===== src/rtl/sud_pkg.sv =====
// Package for the 64-bit signed/unsigned divider.
// Holds the data width, pipeline latency, command codes and the control struct
// passed along the chain of division cells. No dependencies.
package sud_pkg;

    localparam int DATA_WIDTH = 64;
    // One prepare stage, one cell per quotient bit, one result stage.
    localparam int LATENCY    = DATA_WIDTH + 2;

    typedef enum logic [1:0] {
        CMD_UDIV = 2'd0,
        CMD_UREM = 2'd1,
        CMD_SDIV = 2'd2,
        CMD_SREM = 2'd3
    } t_cmd;

    // Control that travels alongside each word through the cell chain.
    typedef struct packed {
        logic valid;
        logic want_rem;
        logic neg_q;
        logic neg_r;
    } t_ctrl;

endpackage


===== src/rtl/sud_cell.sv =====
// One restoring-division cell: resolves a single quotient bit per word.
// Depends on sud_pkg for the data width and the control struct.
module sud_cell (
    input  logic                               i_clk,
    input  logic                               i_rst_n,
    input  sud_pkg::t_ctrl                     i_ctrl,
    input  logic [sud_pkg::DATA_WIDTH-1:0]     i_den,
    input  logic [sud_pkg::DATA_WIDTH-1:0]     i_rem,
    input  logic [sud_pkg::DATA_WIDTH-1:0]     i_nq,
    output sud_pkg::t_ctrl                     o_ctrl,
    output logic [sud_pkg::DATA_WIDTH-1:0]     o_den,
    output logic [sud_pkg::DATA_WIDTH-1:0]     o_rem,
    output logic [sud_pkg::DATA_WIDTH-1:0]     o_nq
);

    localparam int W = sud_pkg::DATA_WIDTH;

    sud_pkg::t_ctrl r_ctrl;
    logic [W-1:0]   r_den;
    logic [W-1:0]   r_rem;
    logic [W-1:0]   r_nq;

    logic [W-1:0]   n_rem;
    logic [W-1:0]   n_nq;
    logic [W-1:0]   rem_sh;
    logic [W:0]     diff;
    logic           ge;

    // The partial remainder keeps its shifted-out top bit as a carry, so the
    // comparison against the divisor is done on W+1 bits.
    always_comb begin
        rem_sh = {i_rem[W-2:0], i_nq[W-1]};
        diff   = {i_rem[W-1], rem_sh} - {1'b0, i_den};
        ge     = ~diff[W];
        n_rem  = ge ? diff[W-1:0] : rem_sh;
        // Dividend bits leave at the top while quotient bits enter at the bottom.
        n_nq   = {i_nq[W-2:0], ge};
    end

    always_ff @(posedge i_clk) begin
        if (!i_rst_n) begin
            r_ctrl <= '0;
        end else begin
            r_ctrl <= i_ctrl;
        end
    end

    always_ff @(posedge i_clk) begin
        r_den <= i_den;
        r_rem <= n_rem;
        r_nq  <= n_nq;
    end

    assign o_ctrl = r_ctrl;
    assign o_den  = r_den;
    assign o_rem  = r_rem;
    assign o_nq   = r_nq;

endmodule


===== config.mk =====
export PLATFORM = sky130hd
export DESIGN_NAME = sud_cell
export DESIGN_NICKNAME = d
export VERILOG_FILES = /design/src/rtl/sud_pkg.sv /design/src/rtl/sud_cell.sv
export SDC_FILE = /design/constraint.sdc
export NUM_CORES = 1
export LEC_CHECK = 0
export ABC_CLOCK_PERIOD_IN_PS = 3050
export BUFFER_PORTS_ARGS = -buffer_cell sky130_fd_sc_hd__buf_4
export CAP_MARGIN = 20
export CELL_PAD_IN_SITES_DETAIL_PLACEMENT = 0
export CELL_PAD_IN_SITES_GLOBAL_PLACEMENT = 1
export CORE_UTILIZATION = 32
export CTS_CLUSTER_DIAMETER = 150
export CTS_CLUSTER_SIZE = 24
export DETAILED_ROUTE_END_ITERATION = 6
export PLACE_DENSITY_LB_ADDON = 0.08
export SYNTH_ARGS = -nofsm -noshare
export SYNTH_HDL_FRONTEND = slang
export SYNTH_SLANG_ARGS = --single-unit

===== constraint.sdc =====
create_clock -name i_clk -period 3.05 [get_ports i_clk]
set_input_delay 0 -clock i_clk [delete_from_list [all_inputs] [get_ports i_clk]]
set_output_delay 0 -clock i_clk [all_outputs]
set_load 0.05 [all_outputs]

* Word level (Yosys, flattened, before mapping)
Cells that the tools add are included.
** Storage, ports and cells
- Bits in registers :: 196
- Bits of input ports :: 198
- Word-level logic and storage cells :: 10
- Output and inout port bits :: 196
** Operators by class
- Add/sub/neg operators :: 1
- Mux-type cells :: 1
- Bitwise logic cells :: 1
** Operators by type and width (number)
- $sub A65 B64 Y65 :: 1
- $mux W64 :: 1
- $not A1 Y1 :: 1

* Logic depth before layout (Yosys ltp)
Gate-level depths: netlist (run 1).
- Depth after elaboration :: 2
- Mapped depth :: 17

* Worst setup path after synthesis (run 1)
No wires, ideal clock.
- Path kind :: input to register
- Start point :: input port i_den[7] (netlist name)
- End point :: register r_rem[57] (netlist: o_rem[57])
- Path slack :: 0.171 ns
- Setup time :: 0.121 ns
- Data arrival time :: 2.758 ns
- Cell stages on the path :: 17
- Buffers on the path :: 5
- Path through :: inv_1 ha_1 buf_2 a21oi_2 nor2_1 o41ai_4 o22ai_2 o21ai_2 a211oi_2 or3_1 buf_6 and3_1 buf_6 inv_4 buf_6 buf_8 mux2_4
** On the way
- Longest elaborated chain between the ends :: 2
** Ends and longest elaborated chain
- start, declared :: RTL line sud_cell.sv:7 : input logic [sud_pkg::DATA_WIDTH-1:0] i_den,
- $sub A65 B64 Y65 :: RTL line sud_cell.sv:33 : diff = {i_rem[W-1], rem_sh} - {1'b0, i_den};
- $mux W64 :: RTL line sud_cell.sv:35 : n_rem = ge ? diff[W-1:0] : rem_sh;
- via n_rem[57] :: RTL line sud_cell.sv:23 : logic [W-1:0] n_rem;
- end signal, assigned :: RTL line sud_cell.sv:50 : r_rem <= n_rem;
- end, declared :: RTL line sud_cell.sv:20 : logic [W-1:0] r_rem;
The timed path passes the listed nets, and every way through them passes these cells.
A chain may end at the register's enable or synchronous reset.

* Worst setup path after layout (run 1)
- Start point :: input port i_den[9] (netlist name)
- End point :: register r_rem[38] (netlist: o_rem[38])
Same word-level chain as after synthesis.

==> qor.csv, run 1 <==
metric,value,unit
Routed wire per std cell,16.2,µm
I/O Buffers,393,
most frequent cells in the layout,"buf_4, dlygate4sd3_1, dfxtp_1, inv_1, a21oi_1",
power consumption,8.87,mW
sequential fraction of the synthesis area,0.429,
leak pwr,7.55,nW
Peak Freq,338,MHz
Post-Synthesis Cells,962,
Tightest Pin Transition,526,ps
Setup-failing EPs final,0,
Tmin final,2960,ps
Placed Area,12800,µm²
Non-Filler Instances,1999,
slowest CP cell,dlygate4sd3_1,
DRT iter0 DRCs,300,
largest net degree at the start of global routing,22,
CTS HTree Levels,4,
Most used DFF post-synth,dfxtp_1,
Clock Tree Root,clkbuf_16,
FP Rows,61,
hold slack,-325,ps
Yosys reg bits,196,
TritonRoute pass-1 iters,4,
Routed WL,32.4,mm
status,"complete, but fails checks",
worst setup margin,91.2,ps
async set or reset register ratio after synthesis,0,
Synth Area per Inst,9.50,µm²
pwr dens,559,nW/µm²
Post-Layout Inst Area,15900,µm²
CTS buffer count,17,
Worst setup SP type,primary input,
Residual DRC,0,
hpwl dp,23.9,mm
TritonCTS clock tree,yes,
CP max stage delay,540,ps
Netlist Area Pre-Place,9140,µm²
final hold vios,2,
number of flops mapped to enable cells by yosys,0,
crit share post-route,0.970,
Max IR drop VDD,0.353,mV
crit path DAT,3300,ps
effective utilization at floorplan,0.327,
kind of critical path,in2reg,
Required @ worst endpoint,3390,ps
Ys Warns,0,
Sink Count,196,
post-synth cell types,75,
share of cells above drive strength 1,0.373,
Chip Height,171,µm
cell taking the most area after synthesis,dfxtp_1,
CP endpoint kind,register,
"Slew Viols, Final",0,
ANT nets after route,0,
Critical Path Fanout Max,7,
Setup TNS Final,0,ps
area delta synth->final,73.6,%
Core Region,27900,µm²
global-route wire length before repair,48.3,mm
die area,29200,µm²
WP buf/inv,6,
worst path cell trace,dlygate4sd3_1 -> buf_4 -> inv_1 -> ha_4 -> a21o_1 -> o41ai_4 -> o22ai_2 -> o21ai_2 -> a211oi_4 -> or3_4 -> and3_4 -> clkinv_4 -> clkbuf_16 -> buf_6 -> mux2_2,
synth top area cells,"dfxtp_1, ha_1, mux2_2, a21oi_1, inv_1",
Synth Net Count,1225,
final net count,1870,
"Hold-fix buffers, CTS",197,
initial antenna violation count,1,
routed vias,9177,
cell count after placement,1747,
width of the die,171,µm
max cap viols,0,
Hold Path Class,in2reg,
DR vias/cell,4.59,
post-synth top area share,0.429,
Tot GR Track Use,0.213,
"commonest non-fill, non-tap cell in the layout",buf_4,
Max clock buf depth,2,
pre-CTS setup slack,-150,ps
vias in the first global route,9287,
failing checks,hold timing,
Max-slew headroom,0.640,
gr ovfl total,0,
clk slew on worst S/H paths,80,ps
Top Family by Delay on Critical Path,buffers and inverters,
Ports,394,
Placer Congestion,0.867,
[worst paths after layout]
kind / from / to / slack, ps / cells after the start
setup / recovery: i_den[9] / o_rem[38] / 90 / 15
hold / removal: i_den[0] / o_den[0] / -330 / 1
[layer usage]
layer	routed length, µm	global-route usage
met3	1780	0.0396
met4	699	0.0757
met2	16000	0.376
met5	0	0
met1	13900	0.257
[flip-flops by register name, indices dropped and copies added, names as in the netlist]
name / count
o_den: 64
o_nq: 64
o_rem: 64
o_ctrl: 4
[repair_timing]
item	CTS	global route
hold endpoints to repair	195	2
gates resized for setup	0	59
endpoints found under the setup margin	0	60
setup buffers	0	16
[per-stage QoR]
stage,utilization,hold WS [ps]
2_1_floorplan,-,27.7
5_1_grt,0.568,-343
4_1_cts,0.550,-349
3_5_place_dp,0.457,106
3_3_place_gp,0.457,104
6_report,0.568,-325
[final cells by class]
cell class | count | area, µm²
inverters | 88 | 335
well taps | 378 | 473
clock buffers | 17 | 425
multi-input cells | 643 | 4920
diodes | 1 | 2.50
repair buffers | 661 | 5600
clock inverters | 15 | 179
fillers | 2546 | 12100
flip-flops and latches | 196 | 3920
[cells in the mapped netlist (6+ instances only)]
master and n:
a211oi_1 6, a21o_1 31, a21oi_1 77, a31oi_1 10
and2_1 7, and3_1 11, buf_2 6, clkbuf_1 19
dfxtp_1 196, ha_1 64, inv_1 87, mux2_2 49
mux2i_1 9, nand2_1 66, nand2b_1 8, nand3_1 11
nand4_1 20, nor2_1 47, nor2b_1 13, nor3_1 13
o21a_1 9, o21ai_0 40, o21bai_1 14, o31ai_1 6
xnor2_1 32, xor2_1 22
[logic make-up (layout without fill, tap and decap cells)]
| family | after synthesis | in the layout | synth area share |
|---|---|---|---|
| AOI/OAI and AO/OA | 239 | 239 | 0.172 |
| xor gates and xnor gates | 54 | 54 | 0.0518 |
| adders and majority gates | 65 | 65 | 0.0898 |
| buffers and inverters | 123 | 781 | 0.0572 |
| DFF | 196 | 196 | 0.429 |
| muxes | 59 | 59 | 0.0719 |
| other | 0 | 1 | 0 |
| and+or+nand+nor | 226 | 226 | 0.128 |
[power breakdown]
part	internal, mW	switching (mW)	leakage [nW]
clock network	1.12	1.21	0.288
registers	2.86	0.0880	1.65
logic	1.47	2.13	5.60
Note: power is estimated with default switching activity, not from simulation.
==> inputs of run 2 (changes only) <==
--- a/config.mk
+++ b/config.mk
@@ -5,12 +5,13 @@
 export SDC_FILE = /design/constraint.sdc
 export NUM_CORES = 1
 export LEC_CHECK = 0
+export ABC_AREA = 1
 export ABC_CLOCK_PERIOD_IN_PS = 3050
 export BUFFER_PORTS_ARGS = -buffer_cell sky130_fd_sc_hd__buf_4
-export CAP_MARGIN = 20
+export CAP_MARGIN = 10
 export CELL_PAD_IN_SITES_DETAIL_PLACEMENT = 0
 export CELL_PAD_IN_SITES_GLOBAL_PLACEMENT = 1
-export CORE_UTILIZATION = 32
+export CORE_UTILIZATION = 31
 export CTS_CLUSTER_DIAMETER = 150
 export CTS_CLUSTER_SIZE = 24
 export DETAILED_ROUTE_END_ITERATION = 6
==> run 2 against run 1 <==
Effect of this change:
- clock power about the same
- synthesized cell count grew 88%
- non-clock buffer count fell by 65
- critical path depth rose by 5
- sequential power decreased by 1%
- sequential share of layout area fell by 1.9 points
- critical endpoint is now o_rem[27]
- maximum frequency increased by 12%
- via count grew 36%
- the run now ends clean
- highest routed layer unchanged
==> qor.csv, run 2 <==
metric,value,unit,change
status,finished clean,,
kind of critical path,in2reg,,
Final Core Density,0.484,,-0.0842
FP Rows,69,,+13%
# diodes,0,,-1
Peak Freq,379,MHz,+12%
final net count,2677,,+43%
Setup TNS Final,0,ps,unchanged
routed vias,12500,,+36%
Max-slew headroom,0.674,,+0.0340
Worst setup SP type,primary input,,
Ports,394,,unchanged
post-synth top area share,0.351,,-0.0789
Placer Congestion,0.897,,+3.5%
vias in the first global route,12200,,+31%
cell with the most instances after synthesis,nand2_1,,
final hold vios,0,,-2
Required @ worst endpoint,3450,ps,+60 ps
Chip Height,192,µm,+12%
crit share post-route,0.864,,-0.106
DRT iter0 DRCs,583,,+94%
Post-Synthesis Cells,1812,,+88%
Ys Warns,0,,unchanged
DR vias/cell,4.32,,-5.9%
max cap viols,0,,unchanged
setup bufs post-CTS,0,,unchanged
slowest CP cell,dlygate4sd3_1,,
share of cells above drive strength 1,0.194,,-0.179
initial antenna violation count,0,,-1
Yosys reg bits,196,,unchanged
CTS HTree Levels,4,,unchanged
Synth Net Count,2075,,+69%
post-CTS resize count,0,,unchanged
ANT nets after route,0,,unchanged
Synth Area per Inst,6.18,µm²,-35%
number of flops mapped to enable cells by yosys,0,,unchanged
gr ovfl total,0,,unchanged
clk slew on worst S/H paths,80,ps,about the same
power consumption,8.53,mW,-3.8%
Top Family by Delay on Critical Path,simple AND/OR/NAND/NOR gates,,
Setup-failing EPs final,0,,unchanged
CP max stage delay,530,ps,about the same
TritonRoute pass-1 iters,5,,+1
Clock Tree Root,clkbuf_16,,
Sink Count,196,,unchanged
TritonCTS clock tree,yes,,
Post-synth top cells,"nand2_1, inv_1, dfxtp_1",,
Routed wire per std cell,15.8,µm,-2.2%
async set or reset register ratio after synthesis,0,,unchanged
Hold Path Class,in2reg,,
hpwl dp,36.7,mm,+53%
CP endpoint kind,register,,
most frequent cells in the layout,"nand2_1, buf_4, inv_1, dlygate4sd3_1, dfxtp_1",,
Critical Path Fanout Max,65,,+58
die area,36900,µm²,+26%
pwr dens,496,nW/µm²,-11%
synth top area cells,"dfxtp_1, nand2_1, inv_1, ha_1, nor2_1",,
"Slew Viols, Final",0,,unchanged
global-route wire length before repair,67.0,mm,+39%
width of the die,192,µm,+12%
Routed WL,45.7,mm,+41%
"commonest non-fill, non-tap cell in the layout",nand2_1,,
sequential fraction of the synthesis area,0.351,,-0.0789
Most used DFF post-synth,dfxtp_1,,
Core Region,35600,µm²,+27%
worst path cell trace,dlygate4sd3_1 -> buf_4 -> ha_1 -> fa_1 -> inv_1 -> nand2_1 -> nand2_1 -> nand3_1 -> nand2_2 -> nand2_1 -> nand2_2 -> nand2_1 -> nand2_2 -> nand2_2 -> nand2_2 -> nand2_2 -> nand2_2 -> buf_12 -> nand2_1 -> nand2_1,,
WP buf/inv,4,,-2
effective utilization at floorplan,0.315,,-0.0124
largest net degree at the start of global routing,66,,+200%
area delta synth->final,53.7,%,
CTS buffer count,17,,unchanged
I/O Buffers,393,,unchanged
leak pwr,10.0,nW,+33%
Netlist Area Pre-Place,11200,µm²,+23%
Max IR drop VDD,0.513,mV,+45%
Fillers,3738,,+47%
CP most frequent cell,nand2_2,,
Tightest Pin Transition,487,ps,-38.8 ps
Tmin final,2640,ps,-323 ps
RSZ-0062 raised after global routing,no,,
Max clock buf depth,2,,unchanged
Residual DRC,0,,unchanged
post-synth cell types,31,,-59%
cell taking the most area after synthesis,dfxtp_1,,
crit path DAT,3030,ps,-270 ps
Tot GR Track Use,0.244,,+0.0309
==> run 2: cell types whose count changed after synthesis, sizes merged, moves of 10 or more <==
cell,previous run,this run
a21oi,79,52
a21o,31,0
o21ai,43,4
clkbuf,21,0
mux2,50,0
xnor2,32,1
nand2,66,827
nor2b,13,0
nand3,11,68
nor2,47,110
inv,88,397
a31oi,10,0
==> run 2: final timing paths <==
kind      start         to  cells past startpoint
max    i_den[0]  o_rem[27]                     20
min   i_rem[63]    o_nq[0]                      5
==> run 2: metal layers <==
metal / up-vias / share of wire / GRT usage
met5: - / 0 / 0
met4: 0 / 0.019 / 0.0669
met3: 34 / 0.055 / 0.0378
met2: 372 / 0.47 / 0.419
met1: 5531 / 0.46 / 0.314
li1: 6526 / - / -
==> run 2: cells by family after synthesis <==
logic type / count (synthesis) / share of synthesized area
flip-flops: 196 / 0.351
XOR/XNOR: 31 / 0.0243
AO/OA/AOI/OAI: 64 / 0.0304
adder cells (fa/ha/maj): 65 / 0.0733
AND/OR/NAND/NOR: 1045 / 0.376
buffers and inverters: 411 / 0.146
==> run 2: per-stage QoR <==
stage / worst slack, ps / cell area [µm²] / hold slack [ps] / instances
2_1_floorplan: 1140 / 11200 / 27.7 / 1812
3_3_place_gp: 497 / 14600 / 104 / 2657
3_5_place_dp: 480 / 14600 / 105 / 2657
4_1_cts: 415 / 17200 / 148 / 2886
5_1_grt: 180 / 17200 / 160 / 2886
6_report: 414 / 17200 / 174 / 2886
==> run 2: layout make-up <==
class                           count  area, µm²  share of cell area
Sequential cell                   196       3920               0.228
Multi-Input combinational cell   1205       5640               0.328
Clock inverter                     12        139             0.00807
Timing Repair Buffer              596       5000               0.290
Inverter                          398       1490              0.0868
Tap cell                          461        577              0.0335
Clock buffer                       18        439              0.0255
==> run 2: tightest hold or removal path, delay by kind of cell <==
family / cells / cell delay (ps)
buffers and inverters: 3 / 360
and+or+nand+nor: 2 / 110
==> run 2: what timing repair did <==
| action | CTS | global route |
|---|---|---|
| setup endpoints to repair | 0 | 0 |
| hold buffers | 199 | 0 |
| hold endpoints to repair | 195 | 0 |
==> run 2: power breakdown <==
part / total (mW) / switching, mW / internal (mW)
Sequential: 2.91 / 0.0904 / 2.82
Clock: 2.29 / 1.12 / 1.17
Combinational: 3.33 / 2.21 / 1.12
Total: 8.53 / 3.42 / 5.11
